==> src/rtl/core/tapf_pkg.sv <==
// ----------------------------------------------------------------------------
// tapf_pkg
// shared constants, codes and control structs of the antipassback filter
// ----------------------------------------------------------------------------
package tapf_pkg;

  // table geometry and reader inputs
  localparam int unsigned TABLE_DEPTH = 16;
  localparam int unsigned INPUT_COUNT = 4;
  localparam int unsigned IDX_W = (TABLE_DEPTH > 1) ? $clog2(TABLE_DEPTH) : 1;

  // field widths
  localparam int unsigned TAG_W   = 64;
  localparam int unsigned TICKS_W = 12;
  localparam int unsigned BYTE_W  = 8;

  // time base in 100 ms ticks
  localparam logic [TICKS_W-1:0] TICKS_PER_SECOND = TICKS_W'(10);
  localparam logic [TICKS_W-1:0] SHORT_HOLD_TICKS = TICKS_W'(5);

  // status byte layout
  localparam int unsigned        TAG_CONTROL_POS = 6;
  localparam logic [BYTE_W-1:0]  BOTH_INPUTS     = 8'h03;
  localparam logic [BYTE_W-1:0]  INPUT_MASK      = BYTE_W'((1 << INPUT_COUNT) - 1);

  // item kinds
  localparam logic [1:0] MODE_TAG    = 2'd0;
  localparam logic [1:0] MODE_TICK   = 2'd1;
  localparam logic [1:0] MODE_STATUS = 2'd2;

  // reject reasons
  localparam logic [1:0] REASON_NONE    = 2'd0;
  localparam logic [1:0] REASON_LOCKOUT = 2'd1;
  localparam logic [1:0] REASON_HOLD    = 2'd2;
  localparam logic [1:0] REASON_NOT_TAG = 2'd3;

  // lock modes
  localparam logic [1:0] LOCK_NONE       = 2'd0;
  localparam logic [1:0] LOCK_NO_TIMEOUT = 2'd1;
  localparam logic [1:0] LOCK_TIMEOUT    = 2'd2;
  localparam logic [1:0] LOCK_RELEASE    = 2'd3;

  // configuration register indexes
  localparam logic [7:0] REG_LOCK_MODE    = 8'd0;
  localparam logic [7:0] REG_LOCKOUT_SEC  = 8'd1;
  localparam logic [7:0] REG_ANTIPASS_SEC = 8'd2;
  localparam logic [7:0] REG_RELEASE_MASK = 8'd3;

  // controller commands to the datapath
  typedef struct packed {
    logic load;    // capture a new request
    logic scan;    // visit one table entry
    logic finish;  // commit state and load the result register
  } ctrl_cmd_t;

  // datapath status to the controller
  typedef struct packed {
    logic need_scan;  // incoming request walks the table
    logic scan_last;  // scan pointer is on the last entry
    logic out_busy;   // result register holds a stalled result
  } dp_stat_t;

endpackage

==> src/rtl/core/tag_antipassback_filter_core.sv <==
// ----------------------------------------------------------------------------
// tag_antipassback_filter_core
// badge read filter with antipassback table, door lockout and input reporting
// ----------------------------------------------------------------------------
// Takes one request at a time: badge reads, 100 ms ticks and reader status
// bytes, and returns exactly one result per request through a result
// register, so a new request can be taken while the last result still waits.
// A badge read with no lockout running, and a tick, walk the 16-entry hold
// table one entry per cycle between capture and commit. A badge read refused
// by a running lockout, a status byte and an unused mode code go straight
// from capture to commit.
// The commit cycle waits while the result register holds a stalled result.
// Configuration writes are always ready and are meant for idle periods.
// ----------------------------------------------------------------------------
module tag_antipassback_filter_core
  import tapf_pkg::*;
(
  input  logic              clk_i,
  input  logic              rst_ni,
  // configuration write channel
  input  logic              cfg_valid_i,
  output logic              cfg_ready_o,
  input  logic [7:0]        cfg_index_i,
  input  logic [BYTE_W-1:0] cfg_data_i,
  // request channel
  input  logic              in_valid_i,
  output logic              in_stall_o,
  input  logic [1:0]        mode_i,
  input  logic [TAG_W-1:0]  tag_id_i,
  input  logic [BYTE_W-1:0] reader_status_i,
  // result channel
  output logic              out_valid_o,
  input  logic              out_stall_i,
  output logic              tag_accepted_o,
  output logic [1:0]        reject_reason_o,
  output logic              not_held_o,
  output logic [3:0]        inputs_changed_o,
  output logic [BYTE_W-1:0] input_levels_o,
  output logic              tag_control_changed_o,
  output logic              tag_control_off_o,
  output logic              lockout_active_o
);

  ctrl_cmd_t cmd;
  dp_stat_t  stat;

  // registers are plain flops, a write never has to wait
  assign cfg_ready_o = 1'b1;

  // sequencer: idle, table walk, commit
  tapf_ctrl u_ctrl (
    .clk_i      (clk_i),
    .rst_ni     (rst_ni),
    .in_valid_i (in_valid_i),
    .in_stall_o (in_stall_o),
    .stat_i     (stat),
    .cmd_o      (cmd)
  );

  // table, counters, config and result register
  tapf_dp u_dp (
    .clk_i                 (clk_i),
    .rst_ni                (rst_ni),
    .cmd_i                 (cmd),
    .stat_o                (stat),
    .cfg_valid_i           (cfg_valid_i),
    .cfg_index_i           (cfg_index_i),
    .cfg_data_i            (cfg_data_i),
    .mode_i                (mode_i),
    .tag_id_i              (tag_id_i),
    .reader_status_i       (reader_status_i),
    .out_valid_o           (out_valid_o),
    .out_stall_i           (out_stall_i),
    .tag_accepted_o        (tag_accepted_o),
    .reject_reason_o       (reject_reason_o),
    .not_held_o            (not_held_o),
    .inputs_changed_o      (inputs_changed_o),
    .input_levels_o        (input_levels_o),
    .tag_control_changed_o (tag_control_changed_o),
    .tag_control_off_o     (tag_control_off_o),
    .lockout_active_o      (lockout_active_o)
  );

  // a commit never overwrites a result that is still stalled
  a_no_overwrite: assert property (@(posedge clk_i) disable iff (!rst_ni)
    !(cmd.finish && out_valid_o && out_stall_i))
    else $error("result overwritten while stalled");

  // one request in flight: after an accept the input side stalls
  a_one_in_flight: assert property (@(posedge clk_i) disable iff (!rst_ni)
    (in_valid_i && !in_stall_o) |=> in_stall_o)
    else $error("second request taken while one is in flight");

  // accepted flag and reason agree
  a_reason_match: assert property (@(posedge clk_i) disable iff (!rst_ni)
    out_valid_o |-> (tag_accepted_o == (reject_reason_o == REASON_NONE)))
    else $error("accept flag and reject reason disagree");

  // only an accepted badge can be flagged as not held
  a_not_held: assert property (@(posedge clk_i) disable iff (!rst_ni)
    (out_valid_o && not_held_o) |-> tag_accepted_o)
    else $error("not held flag on a refused item");

endmodule

==> src/rtl/core/tapf_ctrl.sv <==
// ----------------------------------------------------------------------------
// tapf_ctrl
// request sequencer: accept, table walk, commit
// ----------------------------------------------------------------------------
module tapf_ctrl
  import tapf_pkg::*;
(
  input  logic      clk_i,
  input  logic      rst_ni,
  input  logic      in_valid_i,
  output logic      in_stall_o,
  input  dp_stat_t  stat_i,
  output ctrl_cmd_t cmd_o
);

  typedef enum logic [2:0] {
    ST_IDLE   = 3'b001,
    ST_SCAN   = 3'b010,
    ST_FINISH = 3'b100
  } state_e;

  state_e state_q, state_d;

  always_comb begin
    state_d     = state_q;
    cmd_o       = '0;
    in_stall_o  = 1'b1;
    unique case (state_q)
      ST_IDLE: begin
        in_stall_o = 1'b0;
        if (in_valid_i) begin
          cmd_o.load = 1'b1;
          state_d    = stat_i.need_scan ? ST_SCAN : ST_FINISH;
        end
      end
      ST_SCAN: begin
        cmd_o.scan = 1'b1;
        if (stat_i.scan_last) begin
          state_d = ST_FINISH;
        end
      end
      ST_FINISH: begin
        if (!stat_i.out_busy) begin
          cmd_o.finish = 1'b1;
          state_d      = ST_IDLE;
        end
      end
      default: begin
        state_d = ST_IDLE;
      end
    endcase
  end

  always_ff @(posedge clk_i or negedge rst_ni) begin
    if (!rst_ni) begin
      state_q <= ST_IDLE;
    end else begin
      state_q <= state_d;
    end
  end

endmodule

==> src/rtl/core/tapf_dp.sv <==
// ----------------------------------------------------------------------------
// tapf_dp
// datapath: config registers, hold table, lockout counter, result register
// ----------------------------------------------------------------------------
module tapf_dp
  import tapf_pkg::*;
(
  input  logic              clk_i,
  input  logic              rst_ni,
  input  ctrl_cmd_t         cmd_i,
  output dp_stat_t          stat_o,
  input  logic              cfg_valid_i,
  input  logic [7:0]        cfg_index_i,
  input  logic [BYTE_W-1:0] cfg_data_i,
  input  logic [1:0]        mode_i,
  input  logic [TAG_W-1:0]  tag_id_i,
  input  logic [BYTE_W-1:0] reader_status_i,
  output logic              out_valid_o,
  input  logic              out_stall_i,
  output logic              tag_accepted_o,
  output logic [1:0]        reject_reason_o,
  output logic              not_held_o,
  output logic [3:0]        inputs_changed_o,
  output logic [BYTE_W-1:0] input_levels_o,
  output logic              tag_control_changed_o,
  output logic              tag_control_off_o,
  output logic              lockout_active_o
);

  // configuration
  logic [1:0]        lock_mode_q;
  logic [BYTE_W-1:0] lockout_sec_q;
  logic [BYTE_W-1:0] antipass_sec_q;
  logic [BYTE_W-1:0] release_mask_q;

  // persistent state
  logic [TABLE_DEPTH-1:0] held_valid_q;
  logic [TAG_W-1:0]       held_tag_q   [TABLE_DEPTH];
  logic [TICKS_W-1:0]     held_ticks_q [TABLE_DEPTH];
  logic [TICKS_W-1:0]     lockout_q, lockout_d;
  logic [BYTE_W-1:0]      last_status_q, last_status_d;

  // current request
  logic [1:0]        item_mode_q;
  logic [TAG_W-1:0]  item_tag_q;
  logic [BYTE_W-1:0] item_status_q;
  logic [IDX_W-1:0]  scan_idx_q;
  logic              found_q;

  // result register
  logic              out_valid_q;
  logic              res_accepted, res_not_held, res_tc_changed;
  logic [1:0]        res_reason;
  logic [3:0]        res_changed;

  logic              blocked;
  logic              table_full;
  logic [IDX_W-1:0]  free_idx;
  logic              store_tag;
  logic [TICKS_W-1:0] hold_ticks;
  logic [TICKS_W-1:0] lockout_load;
  logic [BYTE_W-1:0] diff;
  logic [BYTE_W-1:0] release_hit;
  logic              mask_onehot;

  assign blocked = ((lock_mode_q == LOCK_TIMEOUT) || (lock_mode_q == LOCK_RELEASE))
                   && (lockout_q != '0);
  assign table_full = &held_valid_q;

  // lowest free entry
  always_comb begin
    free_idx = '0;
    for (int k = TABLE_DEPTH - 1; k >= 0; k--) begin
      if (!held_valid_q[k]) begin
        free_idx = IDX_W'(k);
      end
    end
  end

  assign hold_ticks   = (antipass_sec_q != '0)
                        ? TICKS_W'(TICKS_W'(antipass_sec_q) * TICKS_PER_SECOND)
                        : SHORT_HOLD_TICKS;
  assign lockout_load = TICKS_W'(TICKS_W'(lockout_sec_q) * TICKS_PER_SECOND);

  assign diff        = item_status_q ^ last_status_q;
  assign release_hit = diff & INPUT_MASK & release_mask_q;
  assign mask_onehot = (release_mask_q != '0)
                       && ((release_mask_q & (release_mask_q - 8'd1)) == '0);

  assign stat_o.need_scan = ((mode_i == MODE_TAG) && !blocked) || (mode_i == MODE_TICK);
  assign stat_o.scan_last = (scan_idx_q == IDX_W'(TABLE_DEPTH - 1));
  assign stat_o.out_busy  = out_valid_q && out_stall_i;

  // commit and result of one request
  always_comb begin
    lockout_d      = lockout_q;
    last_status_d  = last_status_q;
    res_accepted   = 1'b0;
    res_reason     = REASON_NOT_TAG;
    res_not_held   = 1'b0;
    res_changed    = '0;
    res_tc_changed = 1'b0;
    store_tag      = 1'b0;
    if (cmd_i.finish) begin
      unique case (item_mode_q)
        MODE_TAG: begin
          if (blocked) begin
            res_reason = REASON_LOCKOUT;
          end else if (found_q) begin
            res_reason = REASON_HOLD;
          end else begin
            res_accepted = 1'b1;
            res_reason   = REASON_NONE;
            res_not_held = table_full;
            store_tag    = !table_full;
            if (((lock_mode_q == LOCK_TIMEOUT) || (lock_mode_q == LOCK_RELEASE))
                && (lockout_sec_q != '0)) begin
              lockout_d = lockout_load;
            end
          end
        end
        MODE_TICK: begin
          if (lockout_q != '0) begin
            lockout_d = lockout_q - TICKS_W'(1);
          end
        end
        MODE_STATUS: begin
          if (diff != '0) begin
            res_changed    = diff[3:0] & INPUT_MASK[3:0];
            res_tc_changed = diff[TAG_CONTROL_POS];
            last_status_d  = item_status_q;
            if (lock_mode_q == LOCK_RELEASE) begin
              if (mask_onehot && (release_hit != '0)) begin
                lockout_d = '0;
              end
              if ((release_mask_q == BOTH_INPUTS)
                  && ((item_status_q & BOTH_INPUTS) == '0)) begin
                lockout_d = '0;
              end
            end
          end
        end
        default: begin
        end
      endcase
    end
  end

  // control state
  always_ff @(posedge clk_i or negedge rst_ni) begin
    if (!rst_ni) begin
      lock_mode_q    <= LOCK_NONE;
      lockout_sec_q  <= '0;
      antipass_sec_q <= '0;
      release_mask_q <= '0;
      held_valid_q   <= '0;
      lockout_q      <= '0;
      last_status_q  <= '0;
      scan_idx_q     <= '0;
      found_q        <= 1'b0;
      out_valid_q    <= 1'b0;
    end else begin
      if (cfg_valid_i) begin
        unique case (cfg_index_i)
          REG_LOCK_MODE:    lock_mode_q    <= cfg_data_i[1:0];
          REG_LOCKOUT_SEC:  lockout_sec_q  <= cfg_data_i;
          REG_ANTIPASS_SEC: antipass_sec_q <= cfg_data_i;
          REG_RELEASE_MASK: release_mask_q <= cfg_data_i;
          default: begin
          end
        endcase
      end
      if (cmd_i.load) begin
        scan_idx_q <= '0;
        found_q    <= 1'b0;
      end
      if (cmd_i.scan) begin
        scan_idx_q <= scan_idx_q + IDX_W'(1);
        if (item_mode_q == MODE_TAG) begin
          if (held_valid_q[scan_idx_q] && (held_tag_q[scan_idx_q] == item_tag_q)) begin
            found_q <= 1'b1;
          end
        end else if (held_valid_q[scan_idx_q]
                     && (held_ticks_q[scan_idx_q] <= TICKS_W'(1))) begin
          held_valid_q[scan_idx_q] <= 1'b0;
        end
      end
      if (store_tag) begin
        held_valid_q[free_idx] <= 1'b1;
      end
      lockout_q     <= lockout_d;
      last_status_q <= last_status_d;
      if (cmd_i.finish) begin
        out_valid_q <= 1'b1;
      end else if (!out_stall_i) begin
        out_valid_q <= 1'b0;
      end
    end
  end

  // payload storage
  always_ff @(posedge clk_i) begin
    if (cmd_i.load) begin
      item_mode_q   <= mode_i;
      item_tag_q    <= tag_id_i;
      item_status_q <= reader_status_i;
    end
    if (cmd_i.scan && (item_mode_q == MODE_TICK)) begin
      held_ticks_q[scan_idx_q] <= held_ticks_q[scan_idx_q] - TICKS_W'(1);
    end
    if (store_tag) begin
      held_tag_q[free_idx]   <= item_tag_q;
      held_ticks_q[free_idx] <= hold_ticks;
    end
    if (cmd_i.finish) begin
      tag_accepted_o        <= res_accepted;
      reject_reason_o       <= res_reason;
      not_held_o            <= res_not_held;
      inputs_changed_o      <= res_changed;
      input_levels_o        <= last_status_d;
      tag_control_changed_o <= res_tc_changed;
      tag_control_off_o     <= last_status_d[TAG_CONTROL_POS];
      lockout_active_o      <= (lockout_d != '0);
    end
  end

  assign out_valid_o = out_valid_q;

endmodule
==> config.mk <==
export PLATFORM = sky130hd
export DESIGN_NAME = tag_antipassback_filter_core
export DESIGN_NICKNAME = d
export VERILOG_FILES = /design/src/rtl/core/tapf_pkg.sv /design/src/rtl/core/tag_antipassback_filter_core.sv /design/src/rtl/core/tapf_ctrl.sv /design/src/rtl/core/tapf_dp.sv
export SDC_FILE = /design/constraint.sdc
export NUM_CORES = 1
export LEC_CHECK = 0
export CAP_MARGIN = 20
export CORE_MARGIN = 2
export CORE_UTILIZATION = 40
export CTS_BUF_LIST = sky130_fd_sc_hd__clkbuf_4
export CTS_CLUSTER_DIAMETER = 80
export DETAILED_ROUTE_END_ITERATION = 10
export DONT_BUFFER_PORTS = 1
export PLACE_DENSITY = 0.64
export SETUP_SLACK_MARGIN = 0.3
export SYNTH_ARGS = -nofsm -noshare
export SYNTH_HDL_FRONTEND = slang
export SYNTH_SLANG_ARGS = --single-unit
==> constraint.sdc <==
create_clock -name clk_i -period 8.89 [get_ports clk_i]
set_input_delay 0.889 -clock clk_i [delete_from_list [all_inputs] [get_ports clk_i]]
set_output_delay 0.889 -clock clk_i [all_outputs]
set_load 0.05 [all_outputs]
======== Word-level counts from Yosys, hierarchy flattened ========
Memory sizes are Yosys's and may differ from the RTL's.
Index checks and enable logic that the tools add are counted.
storage, ports and cells
  input port bits ......................... 95
  register bits after elaboration ......... 164
  bits in writable memories ............... 1216
  output and inout port bits .............. 22
  memories kept ........................... 2
  bits in read-only memories .............. 0
  logic and storage cells ................. 173
  latch bits .............................. 0
cells by class
  shift operators ......................... 0
  bitwise operators ....................... 7
  magnitude comparators ................... 5
  multiplexer cells ....................... 73
  reduce and logical (&&, ||, !) cells .... 39
  equal/unequal tests ..................... 18
  div/mod/pow operators ................... 0
  multipliers ............................. 2
  $add $sub $neg .......................... 4
memories
  name               depth  bits a word  rd ports  clocked after memory_dff  write ports  line           source
  u_dp.held_tag_q    16     64           1         0                         1            tapf_dp.sv:38  logic [TAG_W-1:0] held_tag_q [TABLE_DEPTH];
  u_dp.held_ticks_q  16     12           1         0                         1            tapf_dp.sv:39  logic [TICKS_W-1:0] held_ticks_q [TABLE_DEPTH];
operator list
  operator                                                         number
  2-to-1 mux 12 bit                                                11
  2-to-1 mux 4 bit                                                 19
  equality test 64 bit                                             1
  2-to-1 mux 16 bit                                                4
  nonzero test 8 bit                                               5
  case mux 12 bit (3 select lines)                                 1
  2-to-1 mux 1 bit                                                 25
  equality test 8 x 2 -> 1 bit, second input constant              3
  zero test 8 bit                                                  3
  2-to-1 mux 8 bit                                                 3
  nonzero test 12 bit                                              2
  subtractor 12 x 1 -> 12 bit, second input constant               2
  multiplier 8 x 3 -> 11 bit, second input constant                2
  AND 16 bit                                                       1
  NOT 16 bit                                                       1
  OR 16 bit                                                        1
  AND reduction 16 bit                                             1
  less-or-equal comparator 12 x 1 -> 1 bit, second input constant  1
  logical AND 1 bit                                                12
  2-to-1 mux 3 bit                                                 4
  OR reduction 12 bit                                              1
  < comparator 4 x 5 -> 1 bit, second input constant               2
  AND reduction 2 bit                                              5
  case mux 3 bit (3 select lines)                                  1
  26 further kinds                                                 37

======== Depth between registers and ports, before layout ========
Gate-level depths: netlist of the first run.
  word-level depth ........................ 22
  gate-level depth with buffers ........... 17
  mapped depth without buffers ............ 13

======== By module ========
From an unflattened synthesis of the first run, not the netlist that was laid out.
second synthesis, totals
  cell total of the unflattened synthesis .. 2728
  area total of the unflattened synthesis .. 55162.9 um^2
by module, submodules not included
  module                        cells each  area an instance (um^2)  times used  seq. area each (um^2)
  tapf_dp                       2712        54981.5                  1           40979.3
  tapf_ctrl                     14          170.2                    1           76.3
  tag_antipassback_filter_core  2           11.3                     1           0.0

======== Worst setup path after synthesis of the first run ========
No wires, ideal clock.
  path type ............................... register to register
  start point ............................. register u_dp.lockout_q[1]
  end point ............................... memory u_dp.held_tag_q[1][0], enable pin
  stages on the path, launching flop included .. 10
  required time ........................... 8309 ps
  library setup time ...................... 581 ps
  arrival ................................. 6577 ps
  path buffers ............................ 0
  clock period less this slack ............ 7158 ps
  path slack .............................. 1732 ps
  cell sequence ........................... dfrtp_1 inv_1 ha_1 nor4b_2 nand3_1 nand2_1 nand2_1 inv_1 nand2_1 nor3b_1
between the ends
  word-level cells in the longest chain between the ends .. 7
ends and longest elaborated chain
  item                                    line            source
  start: declaration                      tapf_dp.sv:40   logic [TICKS_W-1:0] lockout_q, lockout_d;
  start signal: assignment                tapf_dp.sv:191  lockout_q <= lockout_d;
  nonzero test 12 bit                     tapf_dp.sv:67   && (lockout_q != '0);
  logical AND 1 bit                       tapf_dp.sv:67
  2-to-1 mux 1 bit                        tapf_dp.sv:107  if (blocked) begin
  2-to-1 mux 1 bit                        tapf_dp.sv:105  unique case (item_mode_q)
  2-to-1 mux 1 bit                        tapf_dp.sv:104  if (cmd_i.finish) begin
  2-to-1 mux 1 bit                        tapf_dp.sv:211  if (store_tag) begin
  2-to-1 mux 1 bit (implied by the code)  tapf_dp.sv:212  held_tag_q[free_idx] <= item_tag_q;
  end: declaration                        tapf_dp.sv:38
No other way between the ends.

======== Worst setup path after layout of the first run ========
  start point ............................. register u_dp.lockout_q[9]
  end point ............................... memory u_dp.held_tag_q[6][55], enable pin
Same word-level chain as after synthesis.

==> results of run 1 <==
synth_stat cells (all sizes together) (13+ instances only):
library cell and number:
buf 92, a21o 13, nor4 23, a22o 31
edfxtp 1308, nor2b 14, a22oi 36, inv 51
nor2 108, xor2 22, o21ai 106, clkbuf 25
mux4 269, dfrtp 70, ha 31, nor3 26
mux2 56, xnor2 46, mux2i 116, a31oi 18
a221oi 26, nand2 102, o22ai 25, a21oi 46
nand3 20
tightest hold or removal path: cells and delay by family:
kind            cells  cell delay, ps
simple gates        2             270
compound gates      1             170
repair_timing:
| item | 4_1_cts | 5_1_grt |
|---|---|---|
| endpoints found under the hold margin | 175 | 0 |
| resized for setup | 0 | 0 |
| hold buffers | 88 | 0 |
| setup endpoints to repair | 0 | 0 |
path summary, 6_finish.rpt:
| kind | startpoint | endpoint | slack (ps) | depth (start not counted) |
|---|---|---|---|---|
| worst max-delay path | u_dp.lockout_q[9] | u_dp.held_tag_q[6][55] | 3750 | 8 |
| worst min-delay path | out_stall_i | u_dp.lockout_q[7] | 250 | 3 |
| worst max register to register | u_dp.lockout_q[9] | u_dp.held_tag_q[6][55] | 3750 | 8 |
| worst min register to register | u_dp.release_mask_q[5] | u_dp.release_mask_q[5] | 510 | 1 |
| max in group asynchronous | rst_ni | u_dp.scan_idx_q[0] | 8170 | 2 |
| min in group asynchronous | rst_ni | u_dp.last_status_q[7] | 350 | 2 |
cell families (layout without fill, tap and decap cells):
logic type	count (synthesis)	after routing	share of synthesized area
XOR/XNOR	68	68	0.01074
buffers and inverters	169	795	0.01900
AND/OR/NAND/NOR	355	355	0.03141
other	1	7	0.00006762
adder cells (fa/ha/maj)	34	34	0.007897
AO/OA/AOI/OAI	386	386	0.04785
flip-flops	1379	1379	0.7403
multiplexers	441	441	0.1427
state kept, by name, summed over array words and instances, names as in the netlist, 2 cells and up:
signal                 cells
u_dp.held_tag_q         1024
u_dp.held_ticks_q        192
u_dp.item_tag_q           64
u_dp.held_valid_q         16
u_dp.lockout_q            12
u_dp.antipass_sec_q        8
u_dp.input_levels_o        8
u_dp.item_status_q         8
u_dp.last_status_q         8
u_dp.lockout_sec_q         8
u_dp.release_mask_q        8
u_dp.inputs_changed_o      4
u_dp.scan_idx_q            4
u_ctrl.state_q             3
u_dp.item_mode_q           2
u_dp.lock_mode_q           2
u_dp.reject_reason_o       2
per-layer routing:
metal / vias to the layer above / GRT usage
li1: 12750 / -
met1: 15280 / 0.2519
met2: 1228 / 0.3041
met3: 234 / 0.03560
met4: 2 / 0.06687
met5: - / 0
metrics by stage:
step	total power, mW	worst slack (ps)	util	area (sq um)
4_1_cts	16.11	3738	0.4560	62700
5_1_grt	16.66	3369	0.4563	62740
2_1_floorplan	10.14	1732	-	55460
3_5_place_dp	10.92	3788	0.4191	57630
3_3_place_gp	10.89	3800	0.4191	57630
6_report	15.93	3745	0.4563	62740
area by class of cell:
class                   instances  share of cell area
inverters                      51            0.003131
multi-input cells            1285              0.2155
well taps                    1794             0.03577
repair buffers                169             0.02441
diodes                          6           0.0002393
clock buffers                 513             0.06138
flip-flops and latches       1379              0.6545
clock inverters                62            0.005105
power groups by stage:
stage	clock, mW	combinational, mW	sequential (mW)
2_1_floorplan	0	2.25	7.89
3_3_place_gp	0	2.86	8.03
3_5_place_dp	0	2.88	8.04
4_1_cts	5.27	2.94	7.90
5_1_grt	5.60	3.13	7.93
6_report	5.12	2.92	7.90
==> results.toml, run 1 <==
[run_status]
outcome = "finished clean"

[logic_synthesis]
synth_top_area_share = 0.7083
synth_area_leader_cell = "edfxtp_1"
syn_nets = 2961
ys_async_sr_fraction = 0.05149
yosysWarnings = 0
synthTopCellsByArea = "edfxtp_1 71%, mux4_2 10%, dfrtp_1 3.2%"
synth_enable_flop_cells = 1308
yosysUniqueCellTypes = 92
synthCells = 2833
synth_area_per_cell_sq_um = 19.57
yosysSeqAreaShare = 0.7403
synthFlopType = "edfxtp_1"
synth_seq_cells = 1379
synth_area_sq_um = 55460

[die]
die_w_um = 376.3
row_count = 136
core_area_sq_um = 137500
pin_count = 117
start_util = 0.4033
die_y_um = 376.3
die-area_sq_um = 141600

[grt]
antenna_found_initial = 5
grt_max_degree = 97
globalRouteTotalUtil = 0.1870
grt-ovfl-total = 0
grt_pass1_vias = 30350
grt_pass1_wl_mm = 196.2

[route]
wl_met3_mm = 8.714
top_layer_used = "met5"
met1_length_mm = 55.79
totalWireLength_mm = 133.1
first_pass_iters = 6
dr_wl_met2_mm = 65.55
drt_iter0_markers = 3096
route.vias.total = 29490
avgViaCountPerCell = 5.608
drc = 0
antenna_left = 0
drt-wirelength-per-cell_um = 25.31

[timing]
grt_setup_unrepaired = "no"
slew_headroom = 0.2546
hold_violations = 0
worstMarginPinSlew_ps = 1117
slew_viol_final = 0
fin_crit_ps = 5145
fmax_ghz = 0.1944
whs_ps = 249.8
finalSetupViolCount = 0
finalSetupTns_ps = 0
final.period_utilization = 0.5787
final.setup_skew_ps = 109.2

[final_layout]
seqCellArea_sq_um = 41070
final_cell_mix = "1,308 x edfxtp_1, 513 x clkbuf_4, 252 x mux4_2"
multi_input_area_sq_um = 13520
drive_gt1_frac = 0.2836
nets = 3371
fillerInstances = 11760
syn_to_final_growth_pct = 13.14
stdcell_count = 5259
final_common_cell = "edfxtp_1"

[critical_path]
end_kind = "flip-flop"
crit_slowest_cell = "nor2_4"
max_stage_delay_ps = 880
path_class = "flip-flop to flip-flop"
critPathRequiredTime_ps = 9570
arrival_ps = 5830
path_buf_inv = 1
path_cells = "nor4_1 -> nand3_1 -> nand2_1 -> nand2_1 -> nor2_1 -> nand3_1 -> nor2_4 -> buf_4"
crit_family = "simple AND/OR/NAND/NOR gates"
path_max_fanout = 43
worstSetupStartpointType = "flip-flop"

[power_and_ir_drop]
ir_drop_mv = 0.1502
leakage_nw = 20.22
p_comb_frac = 0.183
power_density_nw_per_um2 = 254.0
power.switching_mw = 4.402
intPower_mw = 11.53
seqPwrFrac = 0.496
p_sw_frac = 0.2763
power_frac_clock = 0.321

[placed_design]
place.gp.congestion = 0.9014
place_inst = 4586
numPortBuffers = 0
post-dp-hpwl_mm = 77.20

[clocking]
cts_inserted_buffers = 357
cts-root-buf = "clkbuf_4"
h-tree-depth = 5
cts_tree = "done"
postCtsSetupBuffers = 0
cts_buffer_depth = 4
clkLatencyLatePin_ps = 1160
clkTransAtPathRegs_ps = 60
clock_sinks = 1379

[worst_hold_path]
min_path_type = "input port to flip-flop"

[run]
maxCapViolCount = 0
(Power assumes the default switching activity.)
==> run 2: changes to the inputs <==
--- a/config.mk
+++ b/config.mk
@@ -12,7 +12,7 @@
 export CTS_CLUSTER_DIAMETER = 80
 export DETAILED_ROUTE_END_ITERATION = 10
 export DONT_BUFFER_PORTS = 1
-export PLACE_DENSITY = 0.64
+export PLACE_DENSITY = 0.66
 export SETUP_SLACK_MARGIN = 0.3
 export SYNTH_ARGS = -nofsm -noshare
 export SYNTH_HDL_FRONTEND = slang
==> constraint.sdc (replaced) <==
create_clock -name clk_i -period 4.4 [get_ports clk_i]
set_input_delay 0.44 -clock clk_i [delete_from_list [all_inputs] [get_ports clk_i]]
set_output_delay 0.44 -clock clk_i [all_outputs]
set_load 0.05 [all_outputs]
==> results.toml, run 2 (same netlist as run 1, synthesis figures left out) <==
[run_status]
outcome = "finished clean"

[grt]
grt_pass1_wl_mm = 205.6
grt_pass1_vias = 31790
antenna_found_initial = 2
grt_max_degree = 72
globalRouteTotalUtil = 0.1964
grt-ovfl-total = 0

[clocking]
clkTransAtPathRegs_ps = 70
cts_tree = "done"
clock_sinks = 1379
cts_inserted_buffers = 357
clkLatencyLatePin_ps = 1240
cts_buffer_depth = 4
cts-root-buf = "clkbuf_4"
h-tree-depth = 5

[timing]
final.setup_skew_ps = 140.3
finalSetupViolCount = 0
final.period_utilization = 0.8863
finalSetupTns_ps = 0
slew_headroom = 0.3603
fin_crit_ps = 3900
worstMarginPinSlew_ps = 956.0
slew_viol_final = 0
grt_setup_unrepaired = "no"
fmax_ghz = 0.2564
worst_slack_ps = 500.3
hold_violations = 0

[die]
die_y_um = 376.3
core_area_sq_um = 137500
die_w_um = 376.3
die-area_sq_um = 141600
start_util = 0.4033
pin_count = 117
row_count = 136

[final_layout]
top_register = "u_dp.held_tag_q"
final_common_cell = "edfxtp_1"
final_cell_mix = "1,308 x edfxtp_1, 494 x clkbuf_4, 252 x mux4_2"
multi_input_area_sq_um = 13530
seqCellArea_sq_um = 41070
largest_reg_flops = 1024
syn_to_final_growth_pct = 17.19
reg.largest.list = "u_dp.held_tag_q x1024, u_dp.held_ticks_q x192, u_dp.item_tag_q x64"
drive_gt1_frac = 0.2882
fillerInstances = 11490
nets = 3565
stdcell_count = 5470

[power_and_ir_drop]
ir_drop_mv = 0.4499
leakage_nw = 21.29
power_mw = 32.78
power_density_nw_per_um2 = 504.3

[critical_path]
critPathRequiredTime_ps = 5320
path_class = "flip-flop to flip-flop"
path_max_fanout = 9
arrival_ps = 4820
worstSetupStartpointType = "flip-flop"
end_kind = "flip-flop"

[route]
drc = 0
totalWireLength_mm = 139.7
route.vias.total = 30800
antenna_left = 0
first_pass_iters = 5
drt-wirelength-per-cell_um = 25.54
drt_iter0_markers = 3328
avgViaCountPerCell = 5.630

[placed_design]
place_inst = 4671
place.gp.congestion = 0.9086
numPortBuffers = 0
dp_slack_ps = 206.3
post-dp-hpwl_mm = 81.87

[worst_hold_path]
min_path_type = "input port to flip-flop"

[run]
maxCapViolCount = 0
-- run 2: cell type report --
type | count | area share
well taps | 1794 | 0.03454
diodes | 5 | 0.0001925
repair buffers | 363 | 0.05718
multi-input cells | 1285 | 0.2082
clock buffers | 494 | 0.05706
flip-flops and latches | 1379 | 0.6319
inverters | 51 | 0.003023
clock inverters | 99 | 0.007970
-- run 2: through the flow --
step                      utilization  hold slack [ps]  area, sq um
after floorplan                     -            144.4        55570
after global placement         0.4270            146.6        58710
after detailed placement       0.4270            146.7        58710
after CTS                      0.4717            14.59        64850
after global routing           0.4727            106.7        64990
final                          0.4727            180.2        64990
-- run 2: routing by layer --
layer / up-vias / routed length [um] / global-route usage
met2: 1500 / 68190 / 0.3172
li1: 13160 / - / -
met4: 0 / 3426 / 0.07079
met5: - / 0 / 0
met1: 15860 / 57180 / 0.2634
met3: 281 / 10890 / 0.04199
-- run 2: path summary, 6_finish.rpt --
| check | start | to | slack (ps) | depth (start not counted) |
|---|---|---|---|---|
| max reg2reg | u_ctrl.state_q[0] | u_dp.lockout_active_o | 500 | 8 |
| max | u_ctrl.state_q[0] | u_dp.lockout_active_o | 500 | 8 |
| min | cfg_index_i[2] | u_dp.release_mask_q[2] | 180 | 4 |
| max in group asynchronous | rst_ni | u_dp.scan_idx_q[1] | 3560 | 4 |
| min in group asynchronous | rst_ni | u_dp.last_status_q[7] | 380 | 4 |
| min reg2reg | u_dp.item_status_q[3] | u_dp.last_status_q[3] | 510 | 1 |
-- run 2: repair_timing --
item / 4_1_cts / 5_1_grt
resized for setup: 2 / 4
endpoints found under the hold margin: 222 / 0
hold buffers: 187 / 0
setup buffers: 0 / 12
endpoints found under the setup margin: 17 / 51
-- run 2: power by group --
part / leakage (nW) / total, mW / switching (mW) / internal (mW)
clock: 2.53 / 10.4 / 4.93 / 5.44
combinational: 6.09 / 6.51 / 3.52 / 2.98
sequential: 12.7 / 15.9 / 0.629 / 15.3
-- run 2: critical path, cell delays in order (launching register included) --
cell and delay, ps:
dfstp_2 400, nor3b_1 430, nand2_1 370, a21oi_1 480
o21ai_0 250, nor2_1 570, nand2_1 200, a221o_1 420
or4_1 510
